[src/rtl/tcbb_pkg.sv]
package tcbb_pkg;

    // Default screen geometry
    localparam int COLS_DEF = 80;
    localparam int ROWS_DEF = 25;

    // Field widths of one command beat
    localparam int CMD_W   = 2;
    localparam int COL_W   = 7;
    localparam int ROW_W   = 5;
    localparam int CODE_W  = 21;
    localparam int COLOR_W = 4;
    localparam int CELL_W  = 16;

    // Character substituted for codes outside one byte
    localparam logic [7:0]        CHAR_QMARK = 8'h3F;
    localparam logic [CODE_W-1:0] CHAR_MAX   = CODE_W'(255);

    typedef enum logic [CMD_W-1:0] {
        CMD_SET  = 2'd0,
        CMD_COPY = 2'd1,
        CMD_READ = 2'd2
    } cmd_t;

    // Control handed from the sequencer to the copy walker
    typedef struct packed {
        logic start;
        logic col_inc;   // walk columns left to right
        logic row_inc;   // walk rows top to bottom
    } walk_ctl_t;

    // Cell layout: bg in the top nibble, fg below it, character byte at the bottom
    function automatic logic [CELL_W-1:0] pack_cell(input logic [COLOR_W-1:0] bg,
                                                    input logic [COLOR_W-1:0] fg,
                                                    input logic [CODE_W-1:0]  code);
        logic [7:0] ch;
        ch = (code > CHAR_MAX) ? CHAR_QMARK : code[7:0];
        return {bg, fg, ch};
    endfunction

endpackage

[src/rtl/tcbb_walk.sv]
module tcbb_walk #(
    parameter int COLS = tcbb_pkg::COLS_DEF,
    parameter int ROWS = tcbb_pkg::ROWS_DEF,
    parameter int AW   = (COLS * ROWS > 1) ? $clog2(COLS * ROWS) : 1
) (
    input  logic                     aclk,
    input  logic                     aresetn,
    input  tcbb_pkg::walk_ctl_t      ctl,
    input  logic [AW-1:0]            src_start,
    input  logic [AW-1:0]            dst_start,
    input  logic [tcbb_pkg::COL_W-1:0] rect_w,
    input  logic [tcbb_pkg::ROW_W-1:0] rect_h,
    output logic                     rd_en,
    output logic [AW-1:0]            rd_addr,
    output logic                     wr_en,
    output logic [AW-1:0]            wr_addr,
    output logic                     done
);

    import tcbb_pkg::*;

    localparam logic [AW-1:0] ROW_STEP = AW'(COLS);
    localparam logic [AW-1:0] ONE      = AW'(1);

    logic             active_reg,   active_next;
    logic             wr_valid_reg, wr_valid_next;
    logic [AW-1:0]    wr_addr_reg,  wr_addr_next;
    logic [COL_W-1:0] col_cnt_reg,  col_cnt_next;
    logic [ROW_W-1:0] row_cnt_reg,  row_cnt_next;
    logic [COL_W-1:0] w_last_reg,   w_last_next;
    logic [ROW_W-1:0] h_last_reg,   h_last_next;
    logic [AW-1:0]    src_addr_reg, src_addr_next;
    logic [AW-1:0]    dst_addr_reg, dst_addr_next;
    logic [AW-1:0]    src_line_reg, src_line_next;
    logic [AW-1:0]    dst_line_reg, dst_line_next;
    logic             col_inc_reg,  col_inc_next;
    logic             row_inc_reg,  row_inc_next;

    logic          col_end;
    logic [AW-1:0] src_line_step;
    logic [AW-1:0] dst_line_step;

    assign col_end       = (col_cnt_reg == w_last_reg);
    assign src_line_step = row_inc_reg ? (src_line_reg + ROW_STEP) : (src_line_reg - ROW_STEP);
    assign dst_line_step = row_inc_reg ? (dst_line_reg + ROW_STEP) : (dst_line_reg - ROW_STEP);

    // address walk: one source read per cycle, its write follows in the next cycle
    always_comb begin
        active_next   = active_reg;
        wr_valid_next = active_reg;
        wr_addr_next  = dst_addr_reg;
        col_cnt_next  = col_cnt_reg;
        row_cnt_next  = row_cnt_reg;
        w_last_next   = w_last_reg;
        h_last_next   = h_last_reg;
        src_addr_next = src_addr_reg;
        dst_addr_next = dst_addr_reg;
        src_line_next = src_line_reg;
        dst_line_next = dst_line_reg;
        col_inc_next  = col_inc_reg;
        row_inc_next  = row_inc_reg;

        if (ctl.start) begin
            active_next   = 1'b1;
            col_cnt_next  = '0;
            row_cnt_next  = '0;
            w_last_next   = rect_w - COL_W'(1);
            h_last_next   = rect_h - ROW_W'(1);
            src_addr_next = src_start;
            dst_addr_next = dst_start;
            src_line_next = src_start;
            dst_line_next = dst_start;
            col_inc_next  = ctl.col_inc;
            row_inc_next  = ctl.row_inc;
        end else if (active_reg) begin
            if (col_end) begin
                col_cnt_next  = '0;
                row_cnt_next  = row_cnt_reg + ROW_W'(1);
                src_line_next = src_line_step;
                dst_line_next = dst_line_step;
                src_addr_next = src_line_step;
                dst_addr_next = dst_line_step;
                if (row_cnt_reg == h_last_reg) begin
                    active_next = 1'b0;
                end
            end else begin
                col_cnt_next  = col_cnt_reg + COL_W'(1);
                src_addr_next = col_inc_reg ? (src_addr_reg + ONE) : (src_addr_reg - ONE);
                dst_addr_next = col_inc_reg ? (dst_addr_reg + ONE) : (dst_addr_reg - ONE);
            end
        end
    end

    always_ff @(posedge aclk) begin
        if (!aresetn) begin
            active_reg   <= 1'b0;
            wr_valid_reg <= 1'b0;
        end else begin
            active_reg   <= active_next;
            wr_valid_reg <= wr_valid_next;
        end
        wr_addr_reg  <= wr_addr_next;
        col_cnt_reg  <= col_cnt_next;
        row_cnt_reg  <= row_cnt_next;
        w_last_reg   <= w_last_next;
        h_last_reg   <= h_last_next;
        src_addr_reg <= src_addr_next;
        dst_addr_reg <= dst_addr_next;
        src_line_reg <= src_line_next;
        dst_line_reg <= dst_line_next;
        col_inc_reg  <= col_inc_next;
        row_inc_reg  <= row_inc_next;
    end

    assign rd_en   = active_reg;
    assign rd_addr = src_addr_reg;
    assign wr_en   = wr_valid_reg;
    assign wr_addr = wr_addr_reg;
    assign done    = wr_valid_reg && !active_reg;

endmodule

[config.mk]
export PLATFORM = sky130hd
export DESIGN_NAME = tcbb_walk
export DESIGN_NICKNAME = d
export VERILOG_FILES = /design/src/rtl/tcbb_pkg.sv /design/src/rtl/tcbb_walk.sv
export SDC_FILE = /design/constraint.sdc
export NUM_CORES = 1
export LEC_CHECK = 0
export BUFFER_PORTS_ARGS = -buffer_cell sky130_fd_sc_hd__buf_2
export CAP_MARGIN = 10
export CORE_MARGIN = 8
export CORE_UTILIZATION = 40
export CTS_CLUSTER_DIAMETER = 40
export CTS_CLUSTER_SIZE = 20
export DETAILED_ROUTE_END_ITERATION = 10
export PLACE_DENSITY = 0.7
export SLEW_MARGIN = 20
export SYNTH_ARGS = -nofsm -noshare
export SYNTH_HDL_FRONTEND = slang
export SYNTH_SLANG_ARGS = --single-unit
[constraint.sdc]
create_clock -name aclk -period 2.9 [get_ports aclk]
set_input_delay 0.435 -clock aclk [delete_from_list [all_inputs] [get_ports aclk]]
set_output_delay 0.435 -clock aclk [all_outputs]
set_load 0.01 [all_outputs]
==> impl_summary.txt, run 1 <==
----------------------------------------------------
[CTS]
  Clock slew at the register clock pins of the worst setup and hold paths ... 60 ps
  Number of buffers created by CTS ... 9
  Clock tree root buffer cell ... sky130_fd_sc_hd__clkbuf_16
  Post-CTS setup buffers ... 0
  Resized Gates After CTS ... 0
  Clock latency of the later-clocked register in the worst-skew pair ... 340 ps
  Post-cts hold buffer count ... 0
  Total number of H-tree levels ... 3
  Maximum buffer depth of the clock tree ... 2
  Clk sink count ... 83
  TritonCTS clock tree ... done

[STA]
  Tightest Pin Transition ... 765 ps
  Final-layout setup total negative slack ... 0 ps
  Worst rel slew slack ... 49.0%
  Endpoints failing hold ... 0
  Highest Clock Rate ... 380 MHz
  Slew Viols, Final ... 0
  Tmin final ... 2630 ps
  Smallest setup slack after layout ... 268 ps
  RSZ-0062 raised after global routing ... no
  Clock Skews ... 8.67 ps
  Final cycle utilization of the critical path ... 90.8%
  Setup violators final ... 0

[Floorplanning]
  Y dimension of the die ... 128 um
  Standard cell core area ... 0.0125 sq mm
  DIE AREA ... 0.0164 sq mm
  Standard-cell row count ... 41
  Top-level I/O count ... 64
  Width of the chip ... 128 um
  Initial standard-cell utilization of the core ... 40.4%

[Logic synthesis]
  Combined area of all synthesized cells ... 0.00504 sq mm
  Ys flop type ... sky130_fd_sc_hd__edfxtp_1
  Number of synthesis warnings ... 0
  Yosys cell types ... 67
  Proportion of netlist area held by the largest area contributor ... 34.6%
  Cell accounting for the most synthesized area ... sky130_fd_sc_hd__edfxtp_1
  Synthesized net count ... 571
  Mapped Cells ... 496
  Synth area leaders ... sky130_fd_sc_hd__edfxtp_1 35%, sky130_fd_sc_hd__dfxtp_1 9.9%, sky130_fd_sc_hd__ha_1 7.9%
  Sequential share of the synthesized area ... 44.5%
  Ys async rst share ... 0%
  Number of synthesized flops with an enable pin ... 58
  Synthesized flop and latch total ... 83
  Average cell area after synthesis ... 10.2 sq um

[Power and ir drop]
  Power density cells ... 666 mW/mm^2
  Static Leak ... 2.36 nW
  Worst IR drop on VDD ... 356 uV

[Finish]
  Layout Area Growth over Synthesis ... 15.7%
  Leading cell types in the layout, fill and taps excluded ... 63 x sky130_fd_sc_hd__buf_2, 58 x sky130_fd_sc_hd__edfxtp_1, 54 x sky130_fd_sc_hd__nand2_1
  NumNets Final ... 635
  N_diodes ... 0
  Layout cell share with drive strength beyond 1 ... 18.6%
  Most common cell after layout, fill and taps aside ... sky130_fd_sc_hd__buf_2

[Route]
  DRT Pass-1 Iters ... 5
  Vias per cell ... 5.43
  Detailed Route WL ... 12000 um
  Final ANT Viol Nets ... 0
  Final routed wire length divided by cell count ... 16.3 um
  Number of design rule violations left after detail routing ... 0
  Vias after detailed routing ... 4004
  Initial DRC Count ... 265

[Critical path]
  Setup slack, reg-to-reg ... 270 ps
  Type of the worst setup path ... flip-flop to flip-flop
  Launch instance of the worst register-to-register path ... col_inc_reg
  Endpoint type of the worst setup path ... flip-flop
  Largest fanout of any net on the critical path ... 12
  Reg-to-Reg End ... dst_addr_reg[9]
  Required time of the critical path ... 3080 ps
  Data arrival at the endpoint of the critical path ... 2820 ps
  Launching element type of the critical path ... flip-flop
  Count of cells along the worst register-to-register path ... 7

[Min path]
  Number of instances on the worst hold path ... 1
  Min-delay worst type ... input port to flip-flop
  Worst hold path startpoint ... ctl[0]
  End point of the worst hold path ... row_inc_reg

[Place]
  Pre-CTS WS ... 292 ps
  Half-perimeter wire length after placement ... 8980 um
  Placer Congestion ... 0.889
  Count of buffers from port buffering ... 63

[Global route]
  Overall track demand over capacity in global routing ... 15.4%
  Global-route wire length before repair ... 20000 um
  Leftover overflow at the end of global routing ... 0
  Vias in the first global route ... 4104
  Initial antenna violation count ... 0
  Pin count of the biggest net entering global routing ... 41

[Outcome]
  Run status ... finished clean

[Run]
  Max-cap viol count ... 0

----------------------------------------------------
-- worst max path at each step --
stage          cells past startpoint  slack [ps]              end         from
2_1_floorplan                      7         260  dst_addr_reg[6]  col_inc_reg
3_3_place_gp                       7         360  dst_addr_reg[6]  col_inc_reg
3_5_place_dp                       7         290  dst_addr_reg[6]  col_inc_reg
4_1_cts                            7         290  dst_addr_reg[6]  col_inc_reg
5_1_grt                            7          50  dst_addr_reg[9]  col_inc_reg
6_report                           7         270  dst_addr_reg[9]  col_inc_reg
-- report_power, final --
part	internal (mW)	switching (mW)	total, mW
Combinational	0.493	0.655	1.15
Sequential	1.46	0.0964	1.56
Clock	0.713	0.465	1.18
Total	2.67	1.22	3.89
-- critical path, stage by stage, from the launching register on --
cell	delay, ps
sky130_fd_sc_hd__edfxtp_1	380
sky130_fd_sc_hd__inv_1	350
sky130_fd_sc_hd__ha_1	360
sky130_fd_sc_hd__o21ai_0	350
sky130_fd_sc_hd__nor4_1	100
sky130_fd_sc_hd__o41ai_1	510
sky130_fd_sc_hd__a2111oi_0	200
sky130_fd_sc_hd__nor3b_1	230
-- metal layers --
layer / share of wire, % / track usage [%] / up-vias
met1: 46 / 18.8 / 1892
met2: 47 / 24.9 / 122
li1: - / - / 1969
met5: 0 / 0 / -
met3: 4.7 / 3.49 / 21
met4: 2.6 / 7.55 / 0
-- logic make-up (layout without fill, tap and decap cells) --
kind of cell / count (synthesis) / count (layout) / synth area share, %
compound gates: 126 / 126 / 17.3
xor+xnor: 38 / 38 / 6.61
fa+ha+maj: 36 / 36 / 9.54
buf+inv: 34 / 103 / 3.43
flops: 83 / 83 / 44.5
mux: 6 / 6 / 1.27
simple gates: 173 / 173 / 17.3
-- synthesized netlist by cell type (10+ instances only) --
cell	instances
sky130_fd_sc_hd__a21oi_1	30
sky130_fd_sc_hd__xnor2_1	21
sky130_fd_sc_hd__nor2_1	38
sky130_fd_sc_hd__xor2_1	17
sky130_fd_sc_hd__dfxtp_1	25
sky130_fd_sc_hd__o31ai_1	10
sky130_fd_sc_hd__edfxtp_1	58
sky130_fd_sc_hd__and2_1	13
sky130_fd_sc_hd__inv_1	16
sky130_fd_sc_hd__nand2_1	54
sky130_fd_sc_hd__ha_1	32
sky130_fd_sc_hd__o21ai_0	24
sky130_fd_sc_hd__nor3_1	10
-- per-stage QoR --
stage               util, %  hold WS (ps)  instances  total power [mW]  instance area [sq um]
floorplan                 -           355        496              2.40                   5040
global placement       44.2           373        721              2.69                   5510
detailed placement     44.2           366        721              2.72                   5510
CTS                    46.8           262        737              3.91                   5830
global route           46.8           256        737              4.12                   5830
finish                 46.8           272        737              3.89                   5830
-- final cells by class --
cell class | instances | area [sq um]
Sequential cell | 83 | 2240
Clock buffer | 13 | 293
Inverter | 17 | 63.8
Clock inverter | 3 | 26.3
Tap cell | 172 | 215
Timing Repair Buffer | 70 | 368
Multi-Input combinational cell | 379 | 2620
Fill cell | 1176 | 6640
(Power assumes the default switching activity.)
==> run 2, diff against run 1 <==
- CTS_BUF_LIST: default -> sky130_fd_sc_hd__clkbuf_8
==> run 2 against run 1 <==
Compared with the run above:
- combinational power barely moved
- highest routed layer unchanged
- clock power fell by 20%
- register-to-register slack barely moved
- power fell by 6.2%
- critical endpoint is now dst_addr_reg[6]
==> impl_summary.txt, run 2 (synthesis gave the netlist of run 1 again) <==
----------------------------------------------------
[Global route]
  Pin count of the biggest net entering global routing ... 41 (unchanged)
  Leftover overflow at the end of global routing ... 0 (unchanged)
  Initial antenna violation count ... 0 (unchanged)
  Global-route wire length before repair ... 20000 um (about the same)
  Overall track demand over capacity in global routing ... 15.3% (was 15.4%)
  Vias in the first global route ... 4136 (was 4104)

[STA]
  RSZ-0062 raised after global routing ... no (unchanged)
  Endpoints failing hold ... 0 (unchanged)
  Setup violators final ... 0 (unchanged)
  Worst rel slew slack ... 49.4% (was 49.0%)
  Clock Skews ... 16.8 ps (was 8.67 ps)
  Tightest Pin Transition ... 759 ps (was 765 ps)
  Tmin final ... 2630 ps (about the same)
  Highest Clock Rate ... 380 MHz (about the same)
  Smallest setup slack after layout ... 266 ps (was 268 ps)
  Final-layout setup total negative slack ... 0 ps (unchanged)
  Worst-case hold slack ... 247 ps (was 272 ps)
  Slew Viols, Final ... 0 (unchanged)
  Final cycle utilization of the critical path ... 90.8% (about the same)

[Place]
  Pre-CTS WS ... 292 ps (unchanged)
  Placement-stage cell area ... 0.00551 sq mm (unchanged)
  Placer Congestion ... 0.889 (unchanged)
  Count of buffers from port buffering ... 63 (unchanged)
  Half-perimeter wire length after placement ... 8980 um (unchanged)

[Run]
  Max-cap viol count ... 0 (unchanged)

[Finish]
  Layout Area Growth over Synthesis ... 13.9% (was 15.7%)
  Area taken by multi-input logic gates ... 0.00262 sq mm (unchanged)
  Most common cell after layout, fill and taps aside ... sky130_fd_sc_hd__buf_2 (unchanged)
  Number of fillers in the final layout ... 1191 (was 1176)
  Post-route core utilization ... 46.0% (was 46.8%)
  Layout cell share with drive strength beyond 1 ... 18.6% (unchanged)
  Post-Layout Inst Area ... 0.00574 sq mm (was 0.00583 sq mm)
  N_diodes ... 0 (unchanged)
  NumNets Final ... 635 (unchanged)
  Seq. cell area ... 0.00224 sq mm (unchanged)
  Leading cell types in the layout, fill and taps excluded ... 63 x sky130_fd_sc_hd__buf_2, 58 x sky130_fd_sc_hd__edfxtp_1, 54 x sky130_fd_sc_hd__nand2_1 (unchanged)

[CTS]
  Post-CTS setup buffers ... 0 (unchanged)
  Maximum buffer depth of the clock tree ... 2 (unchanged)
  Post-cts hold buffer count ... 0 (unchanged)
  Resized Gates After CTS ... 0 (unchanged)
  Total number of H-tree levels ... 3 (unchanged)
  Number of buffers created by CTS ... 9 (unchanged)
  Clock latency of the later-clocked register in the worst-skew pair ... 370 ps (was 340 ps)
  TritonCTS clock tree ... done (unchanged)
  Clock tree root buffer cell ... sky130_fd_sc_hd__clkbuf_8 (was sky130_fd_sc_hd__clkbuf_16)
  Clk sink count ... 83 (unchanged)
  Clock slew at the register clock pins of the worst setup and hold paths ... 80 ps (was 60 ps)

[Floorplanning]
  Y dimension of the die ... 128 um (unchanged)
  Top-level I/O count ... 64 (unchanged)
  Standard cell core area ... 0.0125 sq mm (unchanged)
  Width of the chip ... 128 um (unchanged)
  Initial standard-cell utilization of the core ... 40.4% (unchanged)
  Standard-cell row count ... 41 (unchanged)
  DIE AREA ... 0.0164 sq mm (unchanged)

[Power and ir drop]
  Power density cells ... 635 mW/mm^2 (was 666 mW/mm^2)
  Worst IR drop on VDD ... 284 uV (was 356 uV)
  Static Leak ... 2.32 nW (was 2.36 nW)

[Route]
  DRT Pass-1 Iters ... 5 (unchanged)
  Final ANT Viol Nets ... 0 (unchanged)
  Detailed Route WL ... 12000 um (about the same)
  Number of design rule violations left after detail routing ... 0 (unchanged)
  Vias after detailed routing ... 3994 (was 4004)
  Initial DRC Count ... 307 (was 265)
  Vias per cell ... 5.42 (was 5.43)
  Final routed wire length divided by cell count ... 16.3 um (about the same)

[Critical path]
  Cell Chain, Critical Path ... inv_1, ha_1, nor2b_1, o31a_1, o21a_1, or4_1, a32o_1 (was inv_1, ha_1, o21ai_0, nor4_1, o41ai_1, a2111oi_0, nor3b_1)
  Data arrival at the endpoint of the critical path ... 2750 ps (was 2820 ps)
  Launching element type of the critical path ... flip-flop (unchanged)
  Largest fanout of any net on the critical path ... 12 (unchanged)
  Library cell contributing the largest single delay on the critical path ... sky130_fd_sc_hd__or4_1 (was sky130_fd_sc_hd__o41ai_1)
  Number of buffers and inverters on the critical path ... 1 (unchanged)
  Maximum cell stage delay along the critical path ... 400 ps (was 510 ps)
  Delay-heaviest family, CP ... compound AO/OA/AOI/OAI gates (unchanged)
  Endpoint type of the worst setup path ... flip-flop (unchanged)
  Type of the worst setup path ... flip-flop to flip-flop (unchanged)
  Required time of the critical path ... 3020 ps (was 3080 ps)

[Min path]
  Min-delay worst type ... input port to flip-flop (unchanged)

[Outcome]
  Run status ... finished clean (unchanged)

----------------------------------------------------
[run 2: changes by cell type in the layout (fill, tap and decap cells not counted), sizes merged]
cell    previous run  this run
inv               17        18
bufinv             0         2
clkbuf            13        10
[run 2: layer usage]
layer / vias to the layer above / GRT usage (%) / share of wire (%)
met1: 1887 / 18.7 / 46
met5: - / 0 / 0
li1: 1967 / - / -
met2: 115 / 24.7 / 46
met3: 25 / 3.00 / 4.2
met4: 0 / 8.81 / 3.0
[run 2: layout make-up]
| cell class | count | area share (%) |
|---|---|---|
| inverter | 17 | 1.11 |
| sequential | 83 | 39.1 |
| clock buffer | 10 | 2.40 |
| tap | 172 | 3.75 |
| multi-input combinational | 379 | 45.7 |
| clock inverter | 6 | 1.57 |
| timing repair buffer | 70 | 6.41 |
[run 2: report_power, final]
part / switching, mW / internal [mW] / total (mW)
combinational: 0.655 / 0.493 / 1.15
clock: 0.429 / 0.510 / 0.939
sequential: 0.0947 / 1.46 / 1.56
[run 2: path summary, 6_finish.rpt]
kind,to,slack [ps],depth (start not counted),from
max,dst_addr_reg[6],270,7,col_inc_reg
min,row_inc_reg,250,1,ctl[0]
max reg2reg,dst_addr_reg[6],270,7,col_inc_reg
min reg2reg,wr_addr[6],390,0,dst_addr_reg[6]
[run 2: worst register-to-register path, stage by stage (launching register included)]
cell and delay [ps]:
sky130_fd_sc_hd__edfxtp_1 390, sky130_fd_sc_hd__inv_1 360, sky130_fd_sc_hd__ha_1 360, sky130_fd_sc_hd__nor2b_1 170
sky130_fd_sc_hd__o31a_1 290, sky130_fd_sc_hd__o21a_1 190, sky130_fd_sc_hd__or4_1 400, sky130_fd_sc_hd__a32o_1 250
[run 2: per-stage QoR]
stage	power, mW	instances
floorplan	2.40	496
global placement	2.69	721
detailed placement	2.72	721
CTS	3.67	737
global route	3.88	737
finish	3.64	737
==> run 3, diff against run 2 <==
- CORE_MARGIN: 8 -> 2
- MAX_ROUTING_LAYER: default -> met4
==> run 3 against run 2 <==
Compared with the run above:
- global-route usage grew 3.5 points
- sequential share of layout area grew 0.21 points
- critical path depth stayed put
- critical path type unchanged
==> impl_summary.txt, run 3 (synthesis gave the netlist of run 1 again) <==
----------------------------------------------------
[Route]
  Detailed Route WL ... 11800 um (was 12000 um)
  Initial DRC Count ... 256 (was 307)
  Vias per cell ... 5.51 (was 5.42)
  Vias after detailed routing ... 4041 (was 3994)
  Number of design rule violations left after detail routing ... 0 (unchanged)
  DRT Pass-1 Iters ... 5 (unchanged)
  Final routed wire length divided by cell count ... 16.0 um (was 16.3 um)
  Final ANT Viol Nets ... 0 (unchanged)

[Floorplanning]
  Y dimension of the die ... 116 um (was 128 um)
  Initial standard-cell utilization of the core ... 41.4% (was 40.4%)
  Top-level I/O count ... 64 (unchanged)
  DIE AREA ... 0.0135 sq mm (was 0.0164 sq mm)
  Standard-cell row count ... 40 (was 41)
  Standard cell core area ... 0.0122 sq mm (was 0.0125 sq mm)
  Width of the chip ... 116 um (was 128 um)

[STA]
  Slew Viols, Final ... 0 (unchanged)
  Final-layout setup total negative slack ... 0 ps (unchanged)
  Tmin final ... 2620 ps (was 2630 ps)
  Worst rel slew slack ... 55.8% (was 49.4%)
  Final cycle utilization of the critical path ... 90.5% (was 90.8%)
  Endpoints failing hold ... 0 (unchanged)
  Smallest setup slack after layout ... 275 ps (was 266 ps)
  Tightest Pin Transition ... 663 ps (was 759 ps)
  RSZ-0062 raised after global routing ... no (unchanged)
  Worst-case hold slack ... 248 ps (was 247 ps)
  Highest Clock Rate ... 381 MHz (was 380 MHz)
  Setup violators final ... 0 (unchanged)
  Clock Skews ... 17.2 ps (was 16.8 ps)

[Critical path]
  Launching element type of the critical path ... flip-flop (unchanged)
  Count of cells along the worst register-to-register path ... 7 (unchanged)
  Cell Chain, Critical Path ... inv_1, ha_1, o21ai_0, nor4_1, o41ai_1, a2111oi_0, nor3b_1 (was inv_1, ha_1, nor2b_1, o31a_1, o21a_1, or4_1, a32o_1)
  Data arrival at the endpoint of the critical path ... 2820 ps (was 2750 ps)
  Library cell contributing the largest single delay on the critical path ... sky130_fd_sc_hd__o41ai_1 (was sky130_fd_sc_hd__or4_1)
  Type of the worst setup path ... flip-flop to flip-flop (unchanged)
  Maximum cell stage delay along the critical path ... 500 ps (was 400 ps)
  Required time of the critical path ... 3090 ps (was 3020 ps)
  Largest fanout of any net on the critical path ... 12 (unchanged)
  Endpoint type of the worst setup path ... flip-flop (unchanged)

[Global route]
  Initial antenna violation count ... 0 (unchanged)
  Leftover overflow at the end of global routing ... 0 (unchanged)
  Overall track demand over capacity in global routing ... 18.8% (was 15.3%)
  Pin count of the biggest net entering global routing ... 37 (was 41)
  Global-route wire length before repair ... 19200 um (was 20000 um)
  Vias in the first global route ... 4002 (was 4136)

[Min path]
  Min-delay worst type ... input port to flip-flop (unchanged)
  Number of instances on the worst hold path ... 1 (unchanged)

[Power and ir drop]
  Power density cells ... 620 mW/mm^2 (was 635 mW/mm^2)
  Overall power after layout ... 3.54 mW (was 3.64 mW)
  Static Leak ... 2.31 nW (was 2.32 nW)
  Worst IR drop on VDD ... 268 uV (was 284 uV)

[Place]
  Placement-stage cell area ... 0.00551 sq mm (about the same)
  Half-perimeter wire length after placement ... 8540 um (was 8980 um)
  Placer Congestion ... 0.887 (was 0.889)
  Count of buffers from port buffering ... 63 (unchanged)
  Pre-CTS WS ... 314 ps (was 292 ps)

[CTS]
  Number of buffers created by CTS ... 9 (unchanged)
  Post-cts hold buffer count ... 0 (unchanged)
  Post-CTS setup buffers ... 0 (unchanged)
  Maximum buffer depth of the clock tree ... 2 (unchanged)
  TritonCTS clock tree ... done (unchanged)
  Total number of H-tree levels ... 3 (unchanged)
  Resized Gates After CTS ... 0 (unchanged)
  Clk sink count ... 83 (unchanged)
  Clock slew at the register clock pins of the worst setup and hold paths ... 80 ps (about the same)
  Clock latency of the later-clocked register in the worst-skew pair ... 370 ps (about the same)
  Clock tree root buffer cell ... sky130_fd_sc_hd__clkbuf_8 (unchanged)

[Run]
  Max-cap viol count ... 0 (unchanged)

[Finish]
  Area taken by multi-input logic gates ... 0.00262 sq mm (unchanged)
  Layout Area Growth over Synthesis ... 13.3% (was 13.9%)
  N_diodes ... 0 (unchanged)
  Number of fillers in the final layout ... 1145 (was 1191)
  NumNets Final ... 636 (was 635)
  Most common cell after layout, fill and taps aside ... sky130_fd_sc_hd__buf_2 (unchanged)
  Seq. cell area ... 0.00224 sq mm (unchanged)
  Layout cell share with drive strength beyond 1 ... 18.7% (was 18.6%)
  Post-Layout Inst Area ... 0.00571 sq mm (was 0.00574 sq mm)
  Leading cell types in the layout, fill and taps excluded ... 63 x sky130_fd_sc_hd__buf_2, 58 x sky130_fd_sc_hd__edfxtp_1, 54 x sky130_fd_sc_hd__nand2_1 (unchanged)

[Outcome]
  Run status ... finished clean (unchanged)

----------------------------------------------------
==> run 3: power by group <==
part	switching, mW	total, mW	internal, mW
sequential	0.0931	1.55	1.46
clock	0.436	0.832	0.396
combinational	0.656	1.15	0.494
==> run 3: worst paths after layout <==
path | startpoint | slack (ps) | endpoint
worst max-delay path | col_inc_reg | 280 | dst_addr_reg[9]
worst min-delay path | ctl[0] | 250 | row_inc_reg
worst max register to register | col_inc_reg | 280 | dst_addr_reg[9]
worst min register to register | dst_addr_reg[2] | 380 | wr_addr[2]
==> run 3: routing by layer <==
layer | global-route usage [%] | vias up | routed length [um]
met5 | - | - | 0
met4 | 7.94 | 0 | 289
met3 | 3.48 | 24 | 688
met2 | 30.3 | 134 | 5590
met1 | 23.3 | 1915 | 5190
li1 | - | 1968 | -
==> run 3: worst max-delay path, delay by kind of cell (launching register included) <==
kind | cells | cell delay (ps)
AO/OA/AOI/OAI | 3 | 1030
adder cells (fa/ha/maj) | 1 | 350
buffers and inverters | 1 | 340
flip-flops | 1 | 380
AND/OR/NAND/NOR | 2 | 340
==> run 3: cell type report <==
| type | count | area share [%] |
|---|---|---|
| Timing Repair Buffer | 71 | 6.58 |
| Sequential cell | 83 | 39.3 |
| Multi-Input combinational cell | 379 | 45.9 |
| Clock buffer | 9 | 2.17 |
| Tap cell | 168 | 3.68 |
| Clock inverter | 7 | 1.23 |
| Inverter | 17 | 1.12 |
==> run 3: per-stage QoR <==
step | std cells | utilization (%)
after floorplan | 496 | -
after CTS | 734 | 46.9
final | 734 | 46.9
after global routing | 734 | 46.9
after detailed placement | 718 | 45.3
after global placement | 718 | 45.3
